<file path="config.mk">
export PLATFORM = sky130hd
export DESIGN_NAME = idtbl_ctrl
export DESIGN_NICKNAME = d
export VERILOG_FILES = /design/src/design/idtbl_pkg.sv /design/src/design/idtbl_ctrl.sv
export SDC_FILE = /design/constraint.sdc
export NUM_CORES = 1
export LEC_CHECK = 0
export BUFFER_PORTS_ARGS = -buffer_cell sky130_fd_sc_hd__clkbuf_2
export CORE_UTILIZATION = 48
export DETAILED_ROUTE_END_ITERATION = 8
export PLACE_DENSITY = 0.93
export SYNTH_ARGS = -nofsm -noshare
export SYNTH_HDL_FRONTEND = slang
export SYNTH_SLANG_ARGS = --single-unit
</file>
<file path="constraint.sdc">
create_clock -name clk -period 2.4 [get_ports clk]
set_input_delay 0.48 -clock clk [delete_from_list [all_inputs] [get_ports clk]]
set_output_delay 0.48 -clock clk [all_outputs]
set_load 0.005 [all_outputs]
</file>
<file path="src/design/idtbl_pkg.sv">
package idtbl_pkg;

    localparam int TABLE_DEPTH_DEF = 256;
    localparam int IDX_W           = 9;
    localparam int ID_W            = 32;
    localparam int OP_W            = 2;

    typedef enum logic [OP_W-1:0] {
        OP_FIND  = 2'd0,
        OP_SORT  = 2'd1,
        OP_CLEAR = 2'd2
    } op_t;

    typedef enum logic [3:0] {
        ST_IDLE,
        ST_DECODE,
        ST_BS_RD,
        ST_BS_CMP,
        ST_SCAN_RD,
        ST_SCAN_CMP,
        ST_INSERT,
        ST_SORT_RD,
        ST_SORT_KEY,
        ST_SHIFT_RD,
        ST_SHIFT_WR,
        ST_PLACE,
        ST_FINISH
    } state_t;

    // read address sources; RD_K reads the entry just below the shift cursor
    typedef enum logic [1:0] {
        RD_MID,
        RD_POS,
        RD_I,
        RD_K
    } rd_sel_t;

    typedef struct packed {
        logic    load;
        logic    rd_en;
        rd_sel_t rd_sel;
        logic    mid_to_pos;
        logic    bs_step;
        logic    pos_from_lo;
        logic    scan_init;
        logic    scan_next;
        logic    set_hit;
        logic    insert;
        logic    set_full;
        logic    sort_init;
        logic    sort_key;
        logic    shift_wr;
        logic    place;
        logic    clear;
        logic    emit;
    } cmd_t;

    typedef struct packed {
        op_t  op;
        logic range_empty;
        logic bs_done;
        logic key_eq;
        logic scan_done;
        logic full;
        logic shift_done;
        logic sort_last;
    } status_t;

endpackage

</file>
<file path="src/design/idtbl_ctrl.sv">
module idtbl_ctrl (
    input  logic               clk,
    input  logic               rst_n,
    input  logic               req_valid,
    output logic               req_stall,
    output logic               rsp_valid,
    input  logic               rsp_stall,
    input  idtbl_pkg::status_t st,
    output idtbl_pkg::cmd_t    cmd
);
    import idtbl_pkg::*;

    state_t state_reg;
    state_t state_next;
    logic   rsp_valid_reg;
    logic   rsp_valid_next;
    logic   slot_free;
    logic   is_find;

    assign slot_free = !rsp_valid_reg || !rsp_stall;
    assign is_find   = (st.op == OP_FIND);
    assign req_stall = (state_reg != ST_IDLE);
    assign rsp_valid = rsp_valid_reg;

    always_comb
    begin
        state_next = state_reg;
        unique case (state_reg)
            ST_IDLE:
                if (req_valid)
                    state_next = ST_DECODE;
            ST_DECODE:
                unique case (st.op)
                    OP_FIND:  state_next = ST_BS_RD;
                    OP_SORT:  state_next = st.range_empty ? ST_FINISH : ST_SORT_RD;
                    OP_CLEAR: state_next = ST_FINISH;
                    default:  state_next = ST_FINISH;
                endcase
            ST_BS_RD:
                if (!st.bs_done)
                    state_next = ST_BS_CMP;
                else if (is_find)
                    state_next = ST_SCAN_RD;
                else
                    state_next = ST_SHIFT_RD;
            ST_BS_CMP:
                if (!st.key_eq)
                    state_next = ST_BS_RD;
                else if (is_find)
                    state_next = ST_FINISH;
                else
                    state_next = ST_SHIFT_RD;
            ST_SCAN_RD:
                state_next = st.scan_done ? ST_INSERT : ST_SCAN_CMP;
            ST_SCAN_CMP:
                state_next = st.key_eq ? ST_FINISH : ST_SCAN_RD;
            ST_INSERT:
                state_next = ST_FINISH;
            ST_SORT_RD:
                state_next = ST_SORT_KEY;
            ST_SORT_KEY:
                state_next = ST_BS_RD;
            ST_SHIFT_RD:
                state_next = st.shift_done ? ST_PLACE : ST_SHIFT_WR;
            ST_SHIFT_WR:
                state_next = ST_SHIFT_RD;
            ST_PLACE:
                state_next = st.sort_last ? ST_FINISH : ST_SORT_RD;
            ST_FINISH:
                if (slot_free)
                    state_next = ST_IDLE;
            default:
                state_next = ST_IDLE;
        endcase
    end

    always_comb
    begin
        cmd = '0;
        unique case (state_reg)
            ST_IDLE:
                cmd.load = req_valid;
            ST_DECODE:
            begin
                cmd.clear     = (st.op == OP_CLEAR);
                cmd.sort_init = (st.op == OP_SORT) && !st.range_empty;
            end
            ST_BS_RD:
                if (!st.bs_done)
                begin
                    cmd.rd_en      = 1'b1;
                    cmd.rd_sel     = RD_MID;
                    cmd.mid_to_pos = 1'b1;
                end
                else if (is_find)
                    cmd.scan_init = 1'b1;
                else
                    cmd.pos_from_lo = 1'b1;
            ST_BS_CMP:
            begin
                cmd.bs_step = !st.key_eq;
                cmd.set_hit = st.key_eq && is_find;
            end
            ST_SCAN_RD:
            begin
                cmd.rd_en  = !st.scan_done;
                cmd.rd_sel = RD_POS;
            end
            ST_SCAN_CMP:
            begin
                cmd.set_hit   = st.key_eq;
                cmd.scan_next = !st.key_eq;
            end
            ST_INSERT:
            begin
                cmd.set_full = st.full;
                cmd.insert   = !st.full;
            end
            ST_SORT_RD:
            begin
                cmd.rd_en  = 1'b1;
                cmd.rd_sel = RD_I;
            end
            ST_SORT_KEY:
                cmd.sort_key = 1'b1;
            ST_SHIFT_RD:
            begin
                cmd.rd_en  = !st.shift_done;
                cmd.rd_sel = RD_K;
            end
            ST_SHIFT_WR:
                cmd.shift_wr = 1'b1;
            ST_PLACE:
                cmd.place = 1'b1;
            ST_FINISH:
                cmd.emit = slot_free;
            default:
                cmd = '0;
        endcase
    end

    always_comb
    begin
        if (cmd.emit)
            rsp_valid_next = 1'b1;
        else if (rsp_stall)
            rsp_valid_next = rsp_valid_reg;
        else
            rsp_valid_next = 1'b0;
    end

    always_ff @(posedge clk or negedge rst_n)
    begin
        if (!rst_n)
        begin
            state_reg     <= ST_IDLE;
            rsp_valid_reg <= 1'b0;
        end
        else
        begin
            state_reg     <= state_next;
            rsp_valid_reg <= rsp_valid_next;
        end
    end

    a_accept_decodes: assert property (@(posedge clk) disable iff (!rst_n)
        (req_valid && !req_stall) |=> (state_reg == ST_DECODE))
        else $error("transfer in did not move the controller to decode");

    a_result_from_finish: assert property (@(posedge clk) disable iff (!rst_n)
        $rose(rsp_valid_reg) |-> $past(state_reg == ST_FINISH))
        else $error("result raised outside the finish state");

    a_shift_pairs: assert property (@(posedge clk) disable iff (!rst_n)
        (state_reg == ST_SHIFT_WR) |-> $past(state_reg == ST_SHIFT_RD))
        else $error("shift write without its read");

endmodule

</file>
# Word level (Yosys, flattened, before mapping)
# Cells that the tools add are included.
classes:
  eq_ne: 17
  n_reduce_logical: 14
  mux: 33
op_table:
  columns: ["cell", "count"]
  rows:
  - ["4-bit one-hot mux with 13 select lines", 1]
  - ["4-bit two-way mux", 9]
  - ["4-bit == test (second input constant)", 5]
  - ["4-bit by 3-bit == test with 1-bit output (second input constant)", 4]
  - ["1-bit two-way mux", 15]
  - ["3-bit one-hot mux with 4 select lines", 1]
  - ["4-bit by 2-bit == test with 1-bit output (second input constant)", 2]
  - ["2-bit two-way mux", 4]
  - ["4-bit one-hot mux with 2 select lines", 1]
  - ["1-bit zero test", 7]
  - ["4-bit by 1-bit == test with 1-bit output (second input constant)", 1]
  - ["4-bit zero test", 1]
  - ["2-bit != test (second input constant)", 2]
  - ["4-bit nonzero test", 1]
  - ["3-bit two-way mux", 1]
  - ["2-bit by 1-bit == test with 1-bit output (second input constant)", 1]
  - ["2-bit == test (second input constant)", 1]
  - ["1-bit logical AND", 2]
  - ["2-bit zero test", 1]
  - ["2-bit by 1-bit != test with 1-bit output (second input constant)", 1]
  - ["1-bit one-hot mux with 2 select lines", 1]
  - ["2-bit AND reduction", 1]
  - ["1-bit logical OR", 1]
word_totals:
  inputBits: 13
  output_inout_bits: 20
  wordCells: 66
  reg_bits: 5

# Longest topological paths before layout
logic_depth:
  ltp_word: 4
  mapped_depth: 6
  mapped_depth_nobuf: 4

# Worst setup path before layout
# No wires, ideal clock.
synth_timing:
  path_type: "register -> output"
  startpoint: "register state_reg[3]"
  endpoint: "output port cmd[5] (netlist bit)"
  path_stages_with_launch: 5
  path_slack_ps: 628
  arrival_ps: 1292
  path_buffers: 0
  t_required_ps: 1920
  cell_sequence: "dfrtp_1 -> nor2_4 -> nand3_2 -> or4b_4 -> inv_1"
synth_lines:
  columns: ["element", "line_no", "source"]
  rows:
  - ["start, declared", "idtbl_ctrl.sv:13", "state_t state_reg;"]
  - ["start signal, assigned", "idtbl_ctrl.sv:161", "state_reg <= state_next;"]
  - ["end, declared", "idtbl_ctrl.sv:9", "output idtbl_pkg::cmd_t cmd"]

==> results.txt <==
Global routing used about 29% of the available tracks across all layers. The vertical extent of the die is 39.5 um. Final hold analysis gives a worst-case slack of 47.4 ps. The source of the critical timing path is state_reg[2]. The critical path in this run is classified as reg2out.

The total detailed-routing wirelength came out at 2.06 mm. TritonCTS built the clock tree. The path depth of the worst reg2reg path came out at 5. The total congestion overflow after global routing is 0. The count of nets after finishing came out at 142. Using the TritonRoute via totals, the vias-per-cell ratio works out to approximately 6.4. The final setup TNS came out at 0 ps. The synthesized-area fraction occupied by ao, oa, aoi and oai cells came out at 26.7%. The number of global-route vias before repair is 715. The warning count from the yosys run came out at 0. The maximum number of pins on one net before global-route repair came out at 21. The worst path arrival time came out at 1670 ps.

The number of flip-flops in the largest register is 4. Hold repair after CTS inserted 0 buffers. The remaining antenna violation count after routing is 0. The cell with the most instances after synthesis is sky130_fd_sc_hd__nor2_1. The sum of net half-perimeters after detailed placement came out at 1.54 mm. The mean cell area of the mapped netlist is roughly 7 sq um. The critical path goes through nor2_4, nand3_2, or4b_4, inv_1, clkbuf_2. The multiplexer share of the synthesized area is 0%. The floorplan step set the die width to 39.5 um. The worst-case vdd ir drop came out at 0.635 mV. The fraction of layout instances using a drive strength above 1 is about a third. The transition time at the pin with the least slew margin is roughly 370 ps.

The number of buffer cells added on primary ports is 32. The clock-pin slew reported for the worst setup and hold paths after clock tree synthesis is approximately 50 ps. The library cell with the largest summed area after synthesis is sky130_fd_sc_hd__dfrtp_1. The TritonCTS sink count came out at 5. The net count of the mapped netlist came out at 109. The synthesized netlist devotes 0% of its cell area to adder and majority cells. In this run, the number of DRC markers left after iteration 0 of detailed routing was 59.

The placed instance area came out at 843 sq um. Across the run, the number of max-cap violations was 0. The element type at the critical path end is an output pin. 0 antenna diodes ended up in the layout. The async set or reset register ratio after synthesis came out at 100%. The post-synthesis cell area is 674 sq um. The clock period could shrink to roughly 2100 ps. The number of top-level design ports is 33.

The number of synthesized flops with an enable pin came out at 0. The endpoint of the worst register-to-register path is state_reg[1]. The final count of hold timing violations is 0. Power spread over the standard cell area amounts to 1110 nW/um^2. The setup violation total in the final timing report came out at 0. The die footprint came out at approximately 1600 sq um.

Sequential elements use 18.6% of the synthesized area. Relative to the synthesized area, the layout overhead comes to 28.9%. The fraction of the cycle the final worst path needs came out at 89.4%. The largest driver fanout on the critical path is 7. By area the synthesized netlist is led by sky130_fd_sc_hd__dfrtp_1 (19%), sky130_fd_sc_hd__nand2b_1 (9.3%), sky130_fd_sc_hd__nor2_1 (6.1%), sky130_fd_sc_hd__nor3_1 (5.9%), sky130_fd_sc_hd__a21oi_1 (5.2%).

The required time of the critical path is 1920 ps. The largest individual stage delay along the critical path comes from the cell sky130_fd_sc_hd__or4b_4. The placeable core region came out at around 1300 sq um. The flow ran to the end, and the final reports show no timing, DRC or antenna violations. The number of levels in the clock H-tree is 1. By area, the combinational part of the netlist is dominated by simple AND/OR/NAND/NOR gates.

Ranked by instance count, the synthesized netlist is headed by sky130_fd_sc_hd__nor2_1 (11), sky130_fd_sc_hd__nand2b_1 (10), sky130_fd_sc_hd__nor3_1 (8). The number of buffers inserted to repair setup after CTS came out at 0. The post-synthesis share of cell area spent on and, or, nand and nor gates came out at a little under half. In the routed design, unresolved DRC markers number 0.

The final instance area came out at 870 sq um. The worst clock skew on the final layout came out at 3.72 ps. The number of pins exceeding their max-slew limit in the final report came out at 0.

Row generation in the floorplan step produced 13 rows. The combined buffer and inverter count along the critical path came out at 2. The highest achievable clock rate is 0.466 GHz. For this run, the leading register cell type out of synthesis is sky130_fd_sc_hd__dfrtp_1.

The number of detailed-routing iterations run before antenna repair is 5. The first-pass GRT wire length came out at 3.04 mm. In this run the worst hold path is classified as in2async. The placer congestion estimate is 0.884. Gates resized during post-CTS repair numbered 0.

Clock latency on the worst-skew pair, taken at its later pin, is 250 ps. The cell family contributing the most delay on the critical path is simple AND/OR/NAND/NOR gates. The leakage power is 0.400 nW. The number of buffers created by CTS came out at 3. The starting density of the core came out at 51.8%. The worst slew margin relative to its limit came out at 74.8%. The filler cell count in the final layout came out at about 110. STA classifies the critical path startpoint as a flop. The initial antenna violation count came out at 0. The number of standard cells after synthesis is 96.

The proportion of netlist area held by the largest area contributor is 18.6%. The distinct cell type count after synthesis is 39. The maximum clock insertion buffer count came out at 2. Summing the areas of all xor and xnor instances in the mapped netlist gives 0% of the synthesized area. Setup repair after global routing left no endpoint under its margin.

The startpoint identified for the worst register-to-register timing path is state_reg[3]. Across all layers, the routed design uses around 910 vias. The setup slack of the worst register-to-register path came out at 860 ps. The delay of the slowest cell on the worst path is 540 ps. The number of register bits inferred by synthesis came out at 5.

The mean routed wirelength per cell came out at 14.4 um. The tree is rooted in a sky130_fd_sc_hd__clkbuf_4.
==> worst max path at each step <==
| stage | endpoint | cells past startpoint |
|---|---|---|
| floorplan | cmd[5] | 4 |
| global placement | cmd[5] | 5 |
| detailed placement | cmd[5] | 5 |
| CTS | cmd[5] | 5 |
| global route | cmd[5] | 5 |
| finish | cmd[5] | 5 |
==> worst reg2reg max path, delay by kind of cell (launching register included) <==
family                 cells  cell delay, ps
AOI/OAI and AO/OA          1              60
buffers and inverters      1             210
DFF                        1             380
and+or+nand+nor            3             770
==> cell families after synthesis <==
| logic type | after synthesis |
|---|---|
| buffers and inverters | 12 |
| AND/OR/NAND/NOR | 53 |
| flip-flops | 5 |
| AO/OA/AOI/OAI | 26 |
==> routing by layer <==
layer	global-route usage, %	routed length, um	vias to the layer above
li1	-	-	422
met1	37.3	831	417
met3	5.68	190	8
met5	0	0	-
met2	45.1	990	67
met4	11.2	53	0
==> metrics by stage <==
step / worst slack [ps] / power [mW] / std cells / util [%]
detailed placement: 526 / 0.845 / 139 / 64.8
floorplan: 628 / 0.651 / 96 / -
CTS: 255 / 0.952 / 143 / 66.8
finish: 254 / 0.967 / 143 / 66.8
global placement: 570 / 0.830 / 139 / 64.8
global route: 196 / 1.04 / 143 / 66.8
==> power by group <==
group	internal, mW	leakage (nW)	switching [mW]
combinational	0.286	0.322	0.420
sequential	0.125	0.0637	0.0328
clock	0.0633	0.0150	0.0410
==> final cells by class <==
| type | instances | area, sq um | share of cell area, % |
|---|---|---|---|
| clock buffer | 4 | 26.3 | 3.02 |
| tap | 15 | 18.8 | 2.16 |
| timing repair buffer | 36 | 190 | 21.9 |
| multi-input combinational | 79 | 494 | 56.8 |
| inverter | 4 | 15.0 | 1.73 |
| sequential | 5 | 125 | 14.4 |
==> cells in the final DEF, fill, tap and decap left out, types with 2 or more instances in the layout <==
master	count
sky130_fd_sc_hd__o21ai_0	2
sky130_fd_sc_hd__o22ai_1	3
sky130_fd_sc_hd__and3_1	2
sky130_fd_sc_hd__nor4_1	2
sky130_fd_sc_hd__o21a_1	2
sky130_fd_sc_hd__buf_4	4
sky130_fd_sc_hd__o21ai_1	2
sky130_fd_sc_hd__a21oi_1	7
sky130_fd_sc_hd__clkbuf_2	32
sky130_fd_sc_hd__nor3b_1	2
sky130_fd_sc_hd__clkbuf_4	3
sky130_fd_sc_hd__dfrtp_1	5
sky130_fd_sc_hd__nand2b_1	10
sky130_fd_sc_hd__nor3_1	8
sky130_fd_sc_hd__nor2_1	11
sky130_fd_sc_hd__nand2_1	5
sky130_fd_sc_hd__inv_1	3
sky130_fd_sc_hd__nand4_1	2
sky130_fd_sc_hd__nand3b_1	3
Power figures use the tool's default switching activity.
